## src/hdl/assert_macros.svh

```systemverilog
// Assertion macros used by the system registers unit.
`ifndef ASSERT_MACROS_SVH
`define ASSERT_MACROS_SVH

// Check a condition at every clock edge outside reset.
`define MMSR_ASSERT(label, clk, rst, cond) \
  label: assert property (@(posedge clk) disable iff (rst) (cond)) \
    else $error("assertion failed");

// Check that a trigger is followed by a condition in the next cycle.
`define MMSR_ASSERT_NEXT(label, clk, rst, pre, post) \
  label: assert property (@(posedge clk) disable iff (rst) (pre) |=> (post)) \
    else $error("assertion failed");

`endif

```

## src/hdl/mmsr_pkg.sv

```systemverilog
// ----------------------------------------------------------------------------
// mmsr_pkg
// Types and codes of the move machine system register block: word layouts,
// function codes, register addresses, ALU op codes and fault codes.
// ----------------------------------------------------------------------------
`default_nettype none

package mmsr_pkg;

  typedef logic [1:0]  func_t;
  typedef logic [2:0]  fault_t;
  typedef logic [15:0] word16_t;

  localparam func_t FUNC_READ  = 2'd0;
  localparam func_t FUNC_WRITE = 2'd1;
  localparam func_t FUNC_INC   = 2'd2;
  localparam func_t FUNC_END   = 2'd3;

  localparam word16_t ADDR_OP       = 16'hfffa;
  localparam word16_t ADDR_A        = 16'hfffb;
  localparam word16_t ADDR_B        = 16'hfffc;
  localparam word16_t ADDR_RESULT   = 16'hfffd;
  localparam word16_t ADDR_PC_SEL   = 16'hffff;
  localparam word16_t ADDR_PC_OTHER = 16'hfffe;
  localparam word16_t ADDR_PAGE_LEN = 16'hfff1;
  localparam word16_t ADDR_PAGE_SRC = 16'hfff0;

  localparam word16_t OP_ADD = 16'd0;
  localparam word16_t OP_GT  = 16'd1;
  localparam word16_t OP_EQ  = 16'd2;
  localparam word16_t OP_LT  = 16'd3;
  localparam word16_t OP_AND = 16'd4;
  localparam word16_t OP_NOT = 16'd5;
  localparam word16_t OP_OR  = 16'd6;
  localparam word16_t OP_SUB = 16'd32;

  localparam fault_t FAULT_NONE       = 3'd0;
  localparam fault_t FAULT_RESULT_WR  = 3'd1;
  localparam fault_t FAULT_BAD_OP     = 3'd2;
  localparam fault_t FAULT_UNDERFLOW  = 3'd3;
  localparam fault_t FAULT_ODD_PC     = 3'd4;
  localparam fault_t FAULT_BLANK_MOVE = 3'd5;

  localparam logic [1:0] BLANK_LIMIT = 2'd3;

  typedef struct packed {
    func_t   func;
    word16_t address;
    word16_t data;
    logic    irq_pending;
    word16_t move_source;
    word16_t move_dest;
  } item_t;

  typedef struct packed {
    word16_t read_data;
    logic    read_valid;
    word16_t mapped_address;
    logic    blocked;
    fault_t  fault;
    word16_t current_pc;
    logic    in_interrupt;
  } result_t;

endpackage

`default_nettype wire

```

## src/hdl/move_machine_system_registers_unit.sv

```systemverilog
// ----------------------------------------------------------------------------
// move_machine_system_registers_unit
// ALU, program counters and bus firewall of a move-only CPU, one word in,
// one result word out.
// ----------------------------------------------------------------------------
// Takes one word per cycle and returns one result word per word. The word
// lands in an input register at the accepting edge. Once the result register
// is empty or being taken, a single pass of decode, ALU and firewall logic
// updates the system registers and fills the result register, from which
// the result word is offered. The input register advances whenever the
// result register is empty or being taken, so full rate holds as long as
// the consumer keeps result_ready high; a stalled result holds the input
// register behind it.
`default_nettype none

module move_machine_system_registers_unit
  import mmsr_pkg::*;
(
  input  wire logic    clk,
  input  wire logic    rst,
  input  wire logic    item_valid,
  output logic         item_ready,
  input  wire item_t   item,
  output logic         result_valid,
  input  wire logic    result_ready,
  output result_t      result
);

`include "assert_macros.svh"

  // input stage
  logic    stage_valid;
  item_t   stage;
  logic    advance;
  logic    result_free;

  // system registers
  word16_t operand_a, operand_b, alu_op;
  word16_t main_pc, irq_pc, irq_start;
  logic    irq_context;
  word16_t page_length, page_source;
  logic    guard_on_main, guard_on_irq;
  logic [1:0] blank_count;

  word16_t operand_a_next, operand_b_next, alu_op_next;
  word16_t main_pc_next, irq_pc_next, irq_start_next;
  logic    irq_context_next;
  word16_t page_length_next, page_source_next;
  logic    guard_on_main_next, guard_on_irq_next;
  logic [1:0] blank_count_next;

  result_t res_next;
  word16_t alu_res;
  fault_t  alu_fault;
  logic    guard;
  logic    remapped;
  word16_t sel_pc;
  word16_t other_pc;

  assign result_free = !result_valid || result_ready;
  assign advance     = stage_valid && result_free;
  assign item_ready  = !stage_valid || result_free;

  assign sel_pc   = irq_context ? irq_pc : main_pc;
  assign other_pc = irq_context ? main_pc : irq_pc;
  assign guard    = irq_context ? guard_on_irq : guard_on_main;

  always_comb begin
    alu_res   = '0;
    alu_fault = FAULT_NONE;
    unique case (alu_op)
      OP_ADD: alu_res = operand_a + operand_b;
      OP_GT:  alu_res = {15'd0, operand_a > operand_b};
      OP_EQ:  alu_res = {15'd0, operand_a == operand_b};
      OP_LT:  alu_res = {15'd0, operand_a < operand_b};
      OP_AND: alu_res = operand_a & operand_b;
      OP_NOT: alu_res = ~operand_a;
      OP_OR:  alu_res = operand_a | operand_b;
      OP_SUB: begin
        alu_res = operand_a - operand_b;
        if (operand_a < operand_b) alu_fault = FAULT_UNDERFLOW;
      end
      default: alu_fault = FAULT_BAD_OP;
    endcase
  end

  always_comb begin
    operand_a_next     = operand_a;
    operand_b_next     = operand_b;
    alu_op_next        = alu_op;
    main_pc_next       = main_pc;
    irq_pc_next        = irq_pc;
    irq_start_next     = irq_start;
    irq_context_next   = irq_context;
    page_length_next   = page_length;
    page_source_next   = page_source;
    guard_on_main_next = guard_on_main;
    guard_on_irq_next  = guard_on_irq;
    blank_count_next   = blank_count;
    remapped           = 1'b0;
    res_next           = '0;

    unique case (stage.func)
      FUNC_READ, FUNC_WRITE: begin
        res_next.mapped_address = stage.address;
        // ALU decodes the raw address, ahead of the firewall
        if (stage.func == FUNC_READ) begin
          if (stage.address == ADDR_A) begin
            res_next.read_data  = operand_a;
            res_next.read_valid = 1'b1;
          end else if (stage.address == ADDR_B) begin
            res_next.read_data  = operand_b;
            res_next.read_valid = 1'b1;
          end else if (stage.address == ADDR_OP) begin
            res_next.read_data  = alu_op;
            res_next.read_valid = 1'b1;
          end else if (stage.address == ADDR_RESULT) begin
            res_next.read_data  = alu_res;
            res_next.read_valid = 1'b1;
            res_next.fault      = alu_fault;
          end
        end else begin
          if (stage.address == ADDR_A) operand_a_next = stage.data;
          else if (stage.address == ADDR_B) operand_b_next = stage.data;
          else if (stage.address == ADDR_OP) alu_op_next = stage.data;
          else if (stage.address == ADDR_RESULT) res_next.fault = FAULT_RESULT_WR;
        end

        // firewall: remap inside the page, block everything else but the PC
        if (guard && stage.address != ADDR_PC_SEL) begin
          if (stage.address < page_length) begin
            res_next.mapped_address = stage.address + page_source;
            remapped = 1'b1;
          end else begin
            res_next.blocked = 1'b1;
          end
        end

        if (!res_next.blocked && !remapped) begin
          if (stage.func == FUNC_READ) begin
            if (!res_next.read_valid && stage.address == ADDR_PAGE_LEN) begin
              res_next.read_data  = page_length;
              res_next.read_valid = 1'b1;
            end else if (!res_next.read_valid && stage.address == ADDR_PAGE_SRC) begin
              res_next.read_data  = page_source;
              res_next.read_valid = 1'b1;
            end
          end else begin
            if (stage.address == ADDR_PC_SEL && stage.data == '0) begin
              if (irq_context) guard_on_irq_next = !guard_on_irq;
              else guard_on_main_next = !guard_on_main;
            end
            if (stage.address == ADDR_PAGE_LEN) page_length_next = stage.data;
            else if (stage.address == ADDR_PAGE_SRC) page_source_next = stage.data;
          end
        end

        // program counters see the address as the firewall leaves it
        if (!res_next.blocked) begin
          if (stage.func == FUNC_READ) begin
            if (!res_next.read_valid && res_next.mapped_address == ADDR_PC_SEL) begin
              res_next.read_data  = sel_pc;
              res_next.read_valid = 1'b1;
            end else if (!res_next.read_valid &&
                         res_next.mapped_address == ADDR_PC_OTHER) begin
              res_next.read_data  = other_pc;
              res_next.read_valid = 1'b1;
            end
          end else begin
            if (res_next.mapped_address == ADDR_PC_SEL) begin
              if (irq_context) irq_pc_next = stage.data;
              else main_pc_next = stage.data;
            end else if (res_next.mapped_address == ADDR_PC_OTHER) begin
              if (irq_context) begin
                main_pc_next = stage.data;
              end else begin
                irq_start_next = stage.data;
                irq_pc_next    = stage.data;
              end
            end
          end
        end
      end

      FUNC_INC: begin
        if (irq_context) irq_pc_next = irq_pc + 16'd1;
        else main_pc_next = main_pc + 16'd1;
      end

      FUNC_END: begin
        irq_context_next = stage.irq_pending && (irq_start != '0);
        if (!irq_context_next) irq_pc_next = irq_start;
        if (stage.move_source == '0 && stage.move_dest == '0) begin
          if (blank_count != BLANK_LIMIT) blank_count_next = blank_count + 2'd1;
          if (blank_count_next == BLANK_LIMIT) res_next.fault = FAULT_BLANK_MOVE;
        end else begin
          blank_count_next = '0;
        end
        // odd PC is checked after the context switch
        if (res_next.fault == FAULT_NONE &&
            (irq_context_next ? irq_pc_next[0] : main_pc_next[0])) begin
          res_next.fault = FAULT_ODD_PC;
        end
      end
    endcase

    res_next.current_pc   = irq_context_next ? irq_pc_next : main_pc_next;
    res_next.in_interrupt = irq_context_next;
  end

  always_ff @(posedge clk) begin
    if (rst) begin
      stage_valid <= 1'b0;
    end else if (item_ready) begin
      stage_valid <= item_valid;
    end
  end

  always_ff @(posedge clk) begin
    if (item_ready && item_valid) stage <= item;
  end

  always_ff @(posedge clk) begin
    if (rst) begin
      result_valid <= 1'b0;
    end else if (result_free) begin
      result_valid <= stage_valid;
    end
  end

  always_ff @(posedge clk) begin
    if (advance) result <= res_next;
  end

  always_ff @(posedge clk) begin
    if (rst) begin
      operand_a     <= '0;
      operand_b     <= '0;
      alu_op        <= '0;
      main_pc       <= '0;
      irq_pc        <= '0;
      irq_start     <= '0;
      irq_context   <= 1'b0;
      page_length   <= '0;
      page_source   <= '0;
      guard_on_main <= 1'b0;
      guard_on_irq  <= 1'b0;
      blank_count   <= '0;
    end else if (advance) begin
      operand_a     <= operand_a_next;
      operand_b     <= operand_b_next;
      alu_op        <= alu_op_next;
      main_pc       <= main_pc_next;
      irq_pc        <= irq_pc_next;
      irq_start     <= irq_start_next;
      irq_context   <= irq_context_next;
      page_length   <= page_length_next;
      page_source   <= page_source_next;
      guard_on_main <= guard_on_main_next;
      guard_on_irq  <= guard_on_irq_next;
      blank_count   <= blank_count_next;
    end
  end

  `MMSR_ASSERT_NEXT(a_advance_fills_result, clk, rst, advance, result_valid)
  `MMSR_ASSERT(a_no_data_without_valid, clk, rst,
    !(result_valid && !result.read_valid && result.read_data != '0))
  `MMSR_ASSERT(a_blank_fault_is_move_end, clk, rst,
    !(result_valid && result.fault == FAULT_BLANK_MOVE &&
      (result.blocked || result.read_valid || result.mapped_address != '0)))
  `MMSR_ASSERT_NEXT(a_blank_count_saturates, clk, rst,
    advance && stage.func == FUNC_END && blank_count == BLANK_LIMIT &&
      stage.move_source == '0 && stage.move_dest == '0,
    blank_count == BLANK_LIMIT && result.fault == FAULT_BLANK_MOVE)

endmodule

`default_nettype wire
```

## config.mk

```make
export PLATFORM = sky130hd
export DESIGN_NAME = move_machine_system_registers_unit
export DESIGN_NICKNAME = d
export VERILOG_FILES = /design/src/hdl/mmsr_pkg.sv /design/src/hdl/move_machine_system_registers_unit.sv
export VERILOG_INCLUDE_DIRS = /design/src /design/src/hdl
export SDC_FILE = /design/constraint.sdc
export NUM_CORES = 1
export LEC_CHECK = 0
export ABC_AREA = 1
export BUFFER_PORTS_ARGS = -buffer_cell sky130_fd_sc_hd__buf_2
export CAP_MARGIN = 20
export CORE_MARGIN = 4
export CORE_UTILIZATION = 40
export DETAILED_ROUTE_END_ITERATION = 10
export REMOVE_ABC_BUFFERS = 1
export SLEW_MARGIN = 20
export SYNTH_ARGS = -nofsm -noshare
export SYNTH_HDL_FRONTEND = slang
export SYNTH_SLANG_ARGS = --single-unit
```

## constraint.sdc

```tcl
create_clock -name clk -period 3.63 [get_ports clk]
set_clock_uncertainty 0.1 [all_clocks]
set_input_delay 0.363 -clock clk [delete_from_list [all_inputs] [get_ports clk]]
set_output_delay 0.363 -clock clk [all_outputs]
set_load 0.05 [all_outputs]
```

==> results.ini, run 1 <==
[route]
totalWireLength_um = 69100
drt-wirelength-per-cell_um = 20.1
ant_nets = 0
drt-vias-per-instance = 5.57
drc = 0
first_pass_iters = 7
drt_iter0_drc = 1911
num_vias = 19100

[synth]
seq_area_frac_synth_pct = 35.5
async_flop_share_pct = 0
ys_ff_latch = 256
ys_warn_count = 0
synth_top_area_cell = edfxtp_1
synth_area_leaders = edfxtp_1 (20%), dfxtp_1 (15%), nand2_1 (13%)
syn_inst = 2590
synth_top_area_share_pct = 20.4
synth_edf_count = 121
synth.avg_cell_area_um2 = 6.89
ys_types = 54
synthesis.area_um2 = 17800
yosys_most_used_dff = dfxtp_1

[layout]
syn_to_final_growth_pct = 21.7
final_cell_mix = nand2_1 (607), a21oi_1 (316), inv_1 (299)
nets = 2979
n_fill_cell = 4439
seqCellArea_um2 = 6340
final_core_util_pct = 49.2
stdcell_count = 3434
final_layout_size_suffix_gt1_share_pct = 14.2
multi_input_area_um2 = 10100
final_common_cell = nand2_1

[setup_path]
critPathRequiredTime_ns = 3.87
path_delay_family = simple AND/OR/NAND/NOR gates
criticalPathCategory = reg -> reg
start_kind = register
endpoint_kind = register
slowest_stage = edfxtp_1
crit_path_max_incr_delay_ns = 0.50
arrival_ns = 3.82
crit_path_max_fanout = 5
worstPathCellList = buf_6 -> ha_1 -> nand2_1 -> nor3_2 -> nand2_4 -> nand3_2 -> a21oi_1 -> nor2_2 -> nand3_2 -> nor2_4 -> nand2_4 -> nor2_4 -> buf_8 -> o211ai_1 -> o211ai_1 -> nand2_1 -> nand2_1 -> inv_1
worst-path-buf-inv = 3
cpMostUsedCell = nand2_1

[clocking]
cts.htree.levels = 1
cts.sinks = 256
root_buffer = clkbuf_16
cts_max_path_buffers = 3
clk_latency_ns = 0.59
numCtsBuffers = 29
clk_pin_slew_worst_paths_ns = 0.06
cts_tree = built

[die]
placement_rows = 77
dieArea_um2 = 48000
fp.dieW_um = 219
start_util_pct = 40.4
die_height_um = 219
coreArea_um2 = 44100
boundaryPins = 127

[place]
dp.cells = 3288
dpl.hpwl_um = 51300
finalWeightedCongestion = 0.995
port_buffers = 126

[sta]
setup_viol = 0
relSlewSlack_pct = 49.3
rsz0062_at_grt = yes
fin_crit_ns = 3.58
tightestPinTransition_ns = 0.761
hold_viol = 0
max_freq_ghz = 0.279
min_period_over_period_pct = 98.6
slew_violations = 0

[global_route]
grt_use_total_pct = 28.0
gr-total-overflow = 0
antenna_found_initial = 2
grt_first_pass_wirelength_um = 104000
grt_max_degree = 84
grt_pass1_vias = 18000

[status]
status = finished, final reports clean

[run]
maxCapViolCount = 0

[pwr]
p_per_area_nw_per_um2 = 324
power_leakage_nw = 9.62
ir_drop_mv = 0.338

[hold_path]
hp-class = in -> reg

-- cells in the mapped netlist (4+ instances only) --
library cell	instances
dfxtp_1	135
nand3b_1	5
o21ai_1	26
buf_6	7
xor2_1	7
o221ai_1	8
nand2_2	4
nand4_1	42
nor4_1	27
nand3_1	229
clkbuf_1	91
buf_2	15
clkinv_1	4
buf_4	4
ha_1	87
a21boi_0	4
nor2_2	6
nand2_4	4
a221oi_1	9
or2_0	5
edfxtp_1	121
nand2_1	614
nor2_1	158
buf_1	8
inv_1	303
or2_2	7
a21oi_1	322
o22ai_1	6
o211ai_1	13
a31oi_1	8
nor3_1	19
nor2_4	5
inv_2	15
o21ai_0	209
o21a_1	6
o21bai_1	13
o2111ai_1	8
-- per-layer routing --
layer	GRT usage, %	up-vias	routed length, um
met5	0	-	13
met4	10.2	2	2840
met3	5.73	157	6710
met2	42.4	887	29300
met1	39.7	8870	30200
li1	-	9202	-
-- through the flow --
step | hold slack, ns | power, mW | setup slack, ns | area [um^2] | setup TNS [ns]
final | 0.215 | 7.04 | 0.0517 | 21700 | 0
after global routing | 0.221 | 7.30 | -0.0501 | 21700 | -0.217
after CTS | 0.179 | 7.03 | 0.0205 | 21200 | 0
after detailed placement | 0.360 | 4.17 | -0.0426 | 19600 | -0.0711
after global placement | 0.357 | 4.17 | -0.0450 | 19600 | -0.0846
after floorplan | 0.332 | 3.81 | -1.76 | 17300 | -151.93
-- kinds of logic (layout without fill, tap and decap cells) --
group	count (synthesis)	count (layout)	synth area share (%)
compound gates	647	647	19.6
xor+xnor	10	10	0.491
fa+ha+maj	90	90	6.44
buf+inv	447	696	9.89
flops	256	256	35.5
other cells	0	1	0
simple gates	1140	1142	28.1
-- power by group --
part           internal, mW  total (mW)  switching [mW]
Clock                  1.57        2.81            1.24
Sequential             3.14        3.26           0.125
Combinational         0.323       0.965           0.642
-- sequential cells by signal, indices dropped and copies added (netlist names) --
name and count:
operand_a 16, page_length 16, irq_pc 16, stage 67, alu_op 16, guard_on_irq 1
result_valid 1, irq_start 16, blank_count 2, guard_on_main 1, operand_b 16, result 54
stage_valid 1, main_pc 16, irq_context 1, page_source 16
-- repair_timing --
item	4_1_cts	5_1_grt
gates resized for setup	4	74
gates cloned	0	3
hold buffers	69	0
pin swaps	0	15
hold endpoints to repair	69	0
buffers inserted	1	18
endpoints found under the setup margin	5	78
-- cell type report --
cell class,count,area share (%)
repair buffers,320,11.2
clock buffers,40,3.58
clock inverters,14,0.502
inverters,322,5.62
multi-input cells,1889,46.4
diodes,1,0.0115
well taps,592,3.41
flip-flops and latches,256,29.2
-- tightest hold or removal path: cells and delay by family --
kind	cells	cell delay [ns]
buf+inv	2	0.34
compound gates	1	0.14
-- final timing paths --
kind                start            to  slack [ns]  cells past startpoint
min reg2reg  irq_start[8]  irq_start[8]        0.37                      2
min                   rst   stage_valid        0.21                      3
max             stage[57]    result[50]        0.05                     18
max reg2reg     stage[57]    result[50]        0.05                     18
(Power assumes the default switching activity.)
==> inputs of run 2 (changes only) <==
--- a/config.mk
+++ b/config.mk
@@ -6,13 +6,13 @@
 export SDC_FILE = /design/constraint.sdc
 export NUM_CORES = 1
 export LEC_CHECK = 0
-export ABC_AREA = 1
 export BUFFER_PORTS_ARGS = -buffer_cell sky130_fd_sc_hd__buf_2
 export CAP_MARGIN = 20
 export CORE_MARGIN = 4
 export CORE_UTILIZATION = 40
 export DETAILED_ROUTE_END_ITERATION = 10
 export REMOVE_ABC_BUFFERS = 1
+export SKIP_CTS_REPAIR_TIMING = 1
 export SLEW_MARGIN = 20
 export SYNTH_ARGS = -nofsm -noshare
 export SYNTH_HDL_FRONTEND = slang
==> run 2 against run 1 <==
  * The run now ends with negative setup slack left
  * Power up 3.0%
  * Critical path depth shrank 6
  * Register-to-register slack worse by 0.36 ns
  * Worst hold slack got worse by 0.20 ns
==> results.ini, run 2 <==
[clocking]
clk_latency_ns = 0.57  ; -0.02 ns
cts.htree.levels = 1  ; unchanged
numCtsBuffers = 30  ; +3.4%
cts_tree = built
clk_pin_slew_worst_paths_ns = 0.06  ; about the same
cts_max_path_buffers = 3  ; unchanged
cts.sinks = 256  ; unchanged
root_buffer = clkbuf_16

[place]
dpl_cell_area_um2 = 18600  ; -4.9%
finalWeightedCongestion = 0.936  ; -5.9%
dp.cells = 2613  ; -21%
port_buffers = 126  ; unchanged
dpl.hpwl_um = 42300  ; -18%
dp_slack_ns = -0.401  ; -0.358 ns

[route]
totalWireLength_um = 59400  ; -14%
ant_nets = 0  ; unchanged
first_pass_iters = 6  ; -1
drt-vias-per-instance = 5.74  ; +3.1%
drt_iter0_drc = 1868  ; -2.3%
drc = 0  ; unchanged
num_vias = 15800  ; -17%
drt-wirelength-per-cell_um = 21.6  ; +7.3%

[synth]
synth.avg_cell_area_um2 = 8.60  ; +25%
ys_top_cells_by_count = nand2_1 (289), a21oi_1 (173), dfxtp_1 (135), edfxtp_1 (121), nor2_1 (121)
ys_warn_count = 0  ; unchanged
yosys_most_used_dff = dfxtp_1
synth_area_leaders = edfxtp_1 (23%), dfxtp_1 (17%), ha_1 (6.9%)
synth_edf_count = 121  ; unchanged
ys_ff_latch = 256  ; unchanged
seq_area_frac_synth_pct = 40.3  ; +4.8 points
synth_top_area_share_pct = 23.1  ; +2.7 points
synth_top_area_cell = edfxtp_1
post-synth-top-count-cell = nand2_1
async_flop_share_pct = 0  ; unchanged
syn_inst = 1828  ; -29%
ys_types = 91  ; +69%
synthesis.area_um2 = 15700  ; -12%

[global_route]
grt_first_pass_wirelength_um = 87100  ; -17%
grt_max_degree = 91  ; +8.3%
gr-total-overflow = 0  ; unchanged
antenna_found_initial = 1  ; -1
grt_pass1_vias = 15000  ; -17%
grt_use_total_pct = 26.1  ; -1.9 points

[setup_path]
crit_end = result[11]
slowest_stage = or4_4
cp_num_cells = 12  ; -6
arrival_ns = 4.16  ; +0.34 ns
start_kind = register
critPathRequiredTime_ns = 3.85  ; -0.02 ns
rr_worst_depth = 12  ; -6
r2r_setup_slack_ns = -0.31  ; -0.36 ns
endpoint_kind = register
worstPathCellList = ha_1 -> a211oi_4 -> o21ai_2 -> a21o_1 -> o211a_1 -> or4_4 -> o41ai_4 -> o2111ai_4 -> buf_6 -> or3_4 -> o2111ai_2 -> o21ai_1
crit_path_max_incr_delay_ns = 0.53  ; +0.03 ns
worst-path-buf-inv = 1  ; -2
critical_path.startpoint = stage[51]
crit_path_max_fanout = 5  ; unchanged
r2r-start = stage[51]
path_delay_family = compound AO/OA/AOI/OAI gates
criticalPathCategory = reg -> reg
r2r-end = result[11]

[sta]
min_period_over_period_pct = 109  ; +9.9 points
setup_slack_ns = -0.309  ; -0.361 ns
hold_viol = 0  ; unchanged
max_freq_ghz = 0.254  ; -9.2%
tightestPinTransition_ns = 0.810  ; +0.0491 ns
fin_crit_ns = 3.94  ; +0.361 ns
slew_violations = 0  ; unchanged
relSlewSlack_pct = 46.0  ; -3.3 points
rsz0062_at_grt = yes
setup-tns-final_ns = -10.18  ; -10.18 ns
setup_viol = 71  ; +71

[layout]
final_layout_size_suffix_gt1_share_pct = 26.5  ; +12 points
stdcell_count = 2752  ; -20%
fin_area_um2 = 21200  ; -2.4%
insertedDiodeCount = 0  ; -1
multi_input_area_um2 = 9190  ; -8.8%
n_fill_cell = 3553  ; -20%
top_regs = stage (67), result (54)
seqCellArea_um2 = 6340  ; about the same
syn_to_final_growth_pct = 34.7
final_common_cell = nand2_1
largest_register = stage
nets = 2371  ; -20%
largest_reg_flops = 67  ; unchanged
final_cell_mix = nand2_1 (287), buf_4 (258), a21oi_1 (161)

[die]
die_height_um = 206  ; -5.9%
dieArea_um2 = 42500  ; -11%
start_util_pct = 40.6  ; +0.16 points
coreArea_um2 = 38700  ; -12%
boundaryPins = 127  ; unchanged
placement_rows = 72  ; -6.5%
fp.dieW_um = 206  ; -5.9%

[pwr]
p_per_area_nw_per_um2 = 342  ; +5.6%
ir_drop_mv = 0.347  ; +2.6%
p_total_mw = 7.25  ; +3.0%
power_leakage_nw = 8.29  ; -14%

[hold_path]
hold_depth = 4  ; +1
hp-class = in -> reg

[status]
status = complete, but fails checks
violations = negative setup slack

[run]
maxCapViolCount = 0  ; unchanged

==> run 2: power breakdown <==
part / total, mW / leakage, nW / internal, mW / switching (mW)
Clock: 3.26 / 0.504 / 1.98 / 1.27
Sequential: 3.20 / 2.25 / 3.12 / 0.0786
Combinational: 0.791 / 5.53 / 0.305 / 0.486
Total: 7.25 / 8.29 / 5.41 / 1.84
==> run 2: metrics by stage <==
stage | utilization [%] | hold WS (ns)
after global placement | 48.0 | 0.340
after floorplan | - | 0.326
final | 54.7 | 0.0130
after global routing | 54.7 | 0.0693
after CTS | 50.8 | -0.161
after detailed placement | 48.0 | 0.349
==> run 2: cell families (layout without fill, tap and decap cells) <==
logic type	count (synthesis)	in the layout	share of synthesized area [%]
adders and majority gates	90	90	7.30
xor gates and xnor gates	32	32	1.83
muxes	64	64	4.15
AOI/OAI and AO/OA	520	520	21.8
DFF	256	256	40.3
and+or+nand+nor	649	649	19.2
buffers and inverters	217	623	5.35
==> run 2: worst min-delay path by stage <==
stage                          startpoint              end  slack (ns)
after floorplan           page_length[15]  page_length[15]        0.33
after global placement    page_length[15]  page_length[15]        0.34
after detailed placement  page_length[15]  page_length[15]        0.35
after CTS                        item[53]        stage[53]       -0.16
after global routing         result_ready     result_valid        0.07
final                        result_ready     result_valid        0.01
==> run 2: worst reg2reg max path: stages (launching register included) <==
cell       delay [ns]
edfxtp_1         0.44
ha_1             0.30
a211oi_4         0.27
o21ai_2          0.11
a21o_1           0.22
o211a_1          0.23
or4_4            0.54
o41ai_4          0.48
o2111ai_4        0.28
buf_6            0.22
or3_4            0.34
o2111ai_2        0.09
o21ai_1          0.09
==> run 2: per-layer routing <==
metal / part of all wire, % / global-route usage, %
met3: 7.8 / 4.06
met1: 42 / 35.6
met5: 0.022 / 0
met4: 3.8 / 9.27
met2: 46 / 42.2
==> run 2: layout make-up <==
type                       count  share of cell area (%)
clock buffer                  36                    3.75
clock inverter                20                    1.23
inverter                      91                    1.62
multi-input combinational   1355                    43.4
sequential                   256                    29.9
tap                          518                    3.06
timing repair buffer         476                    17.0
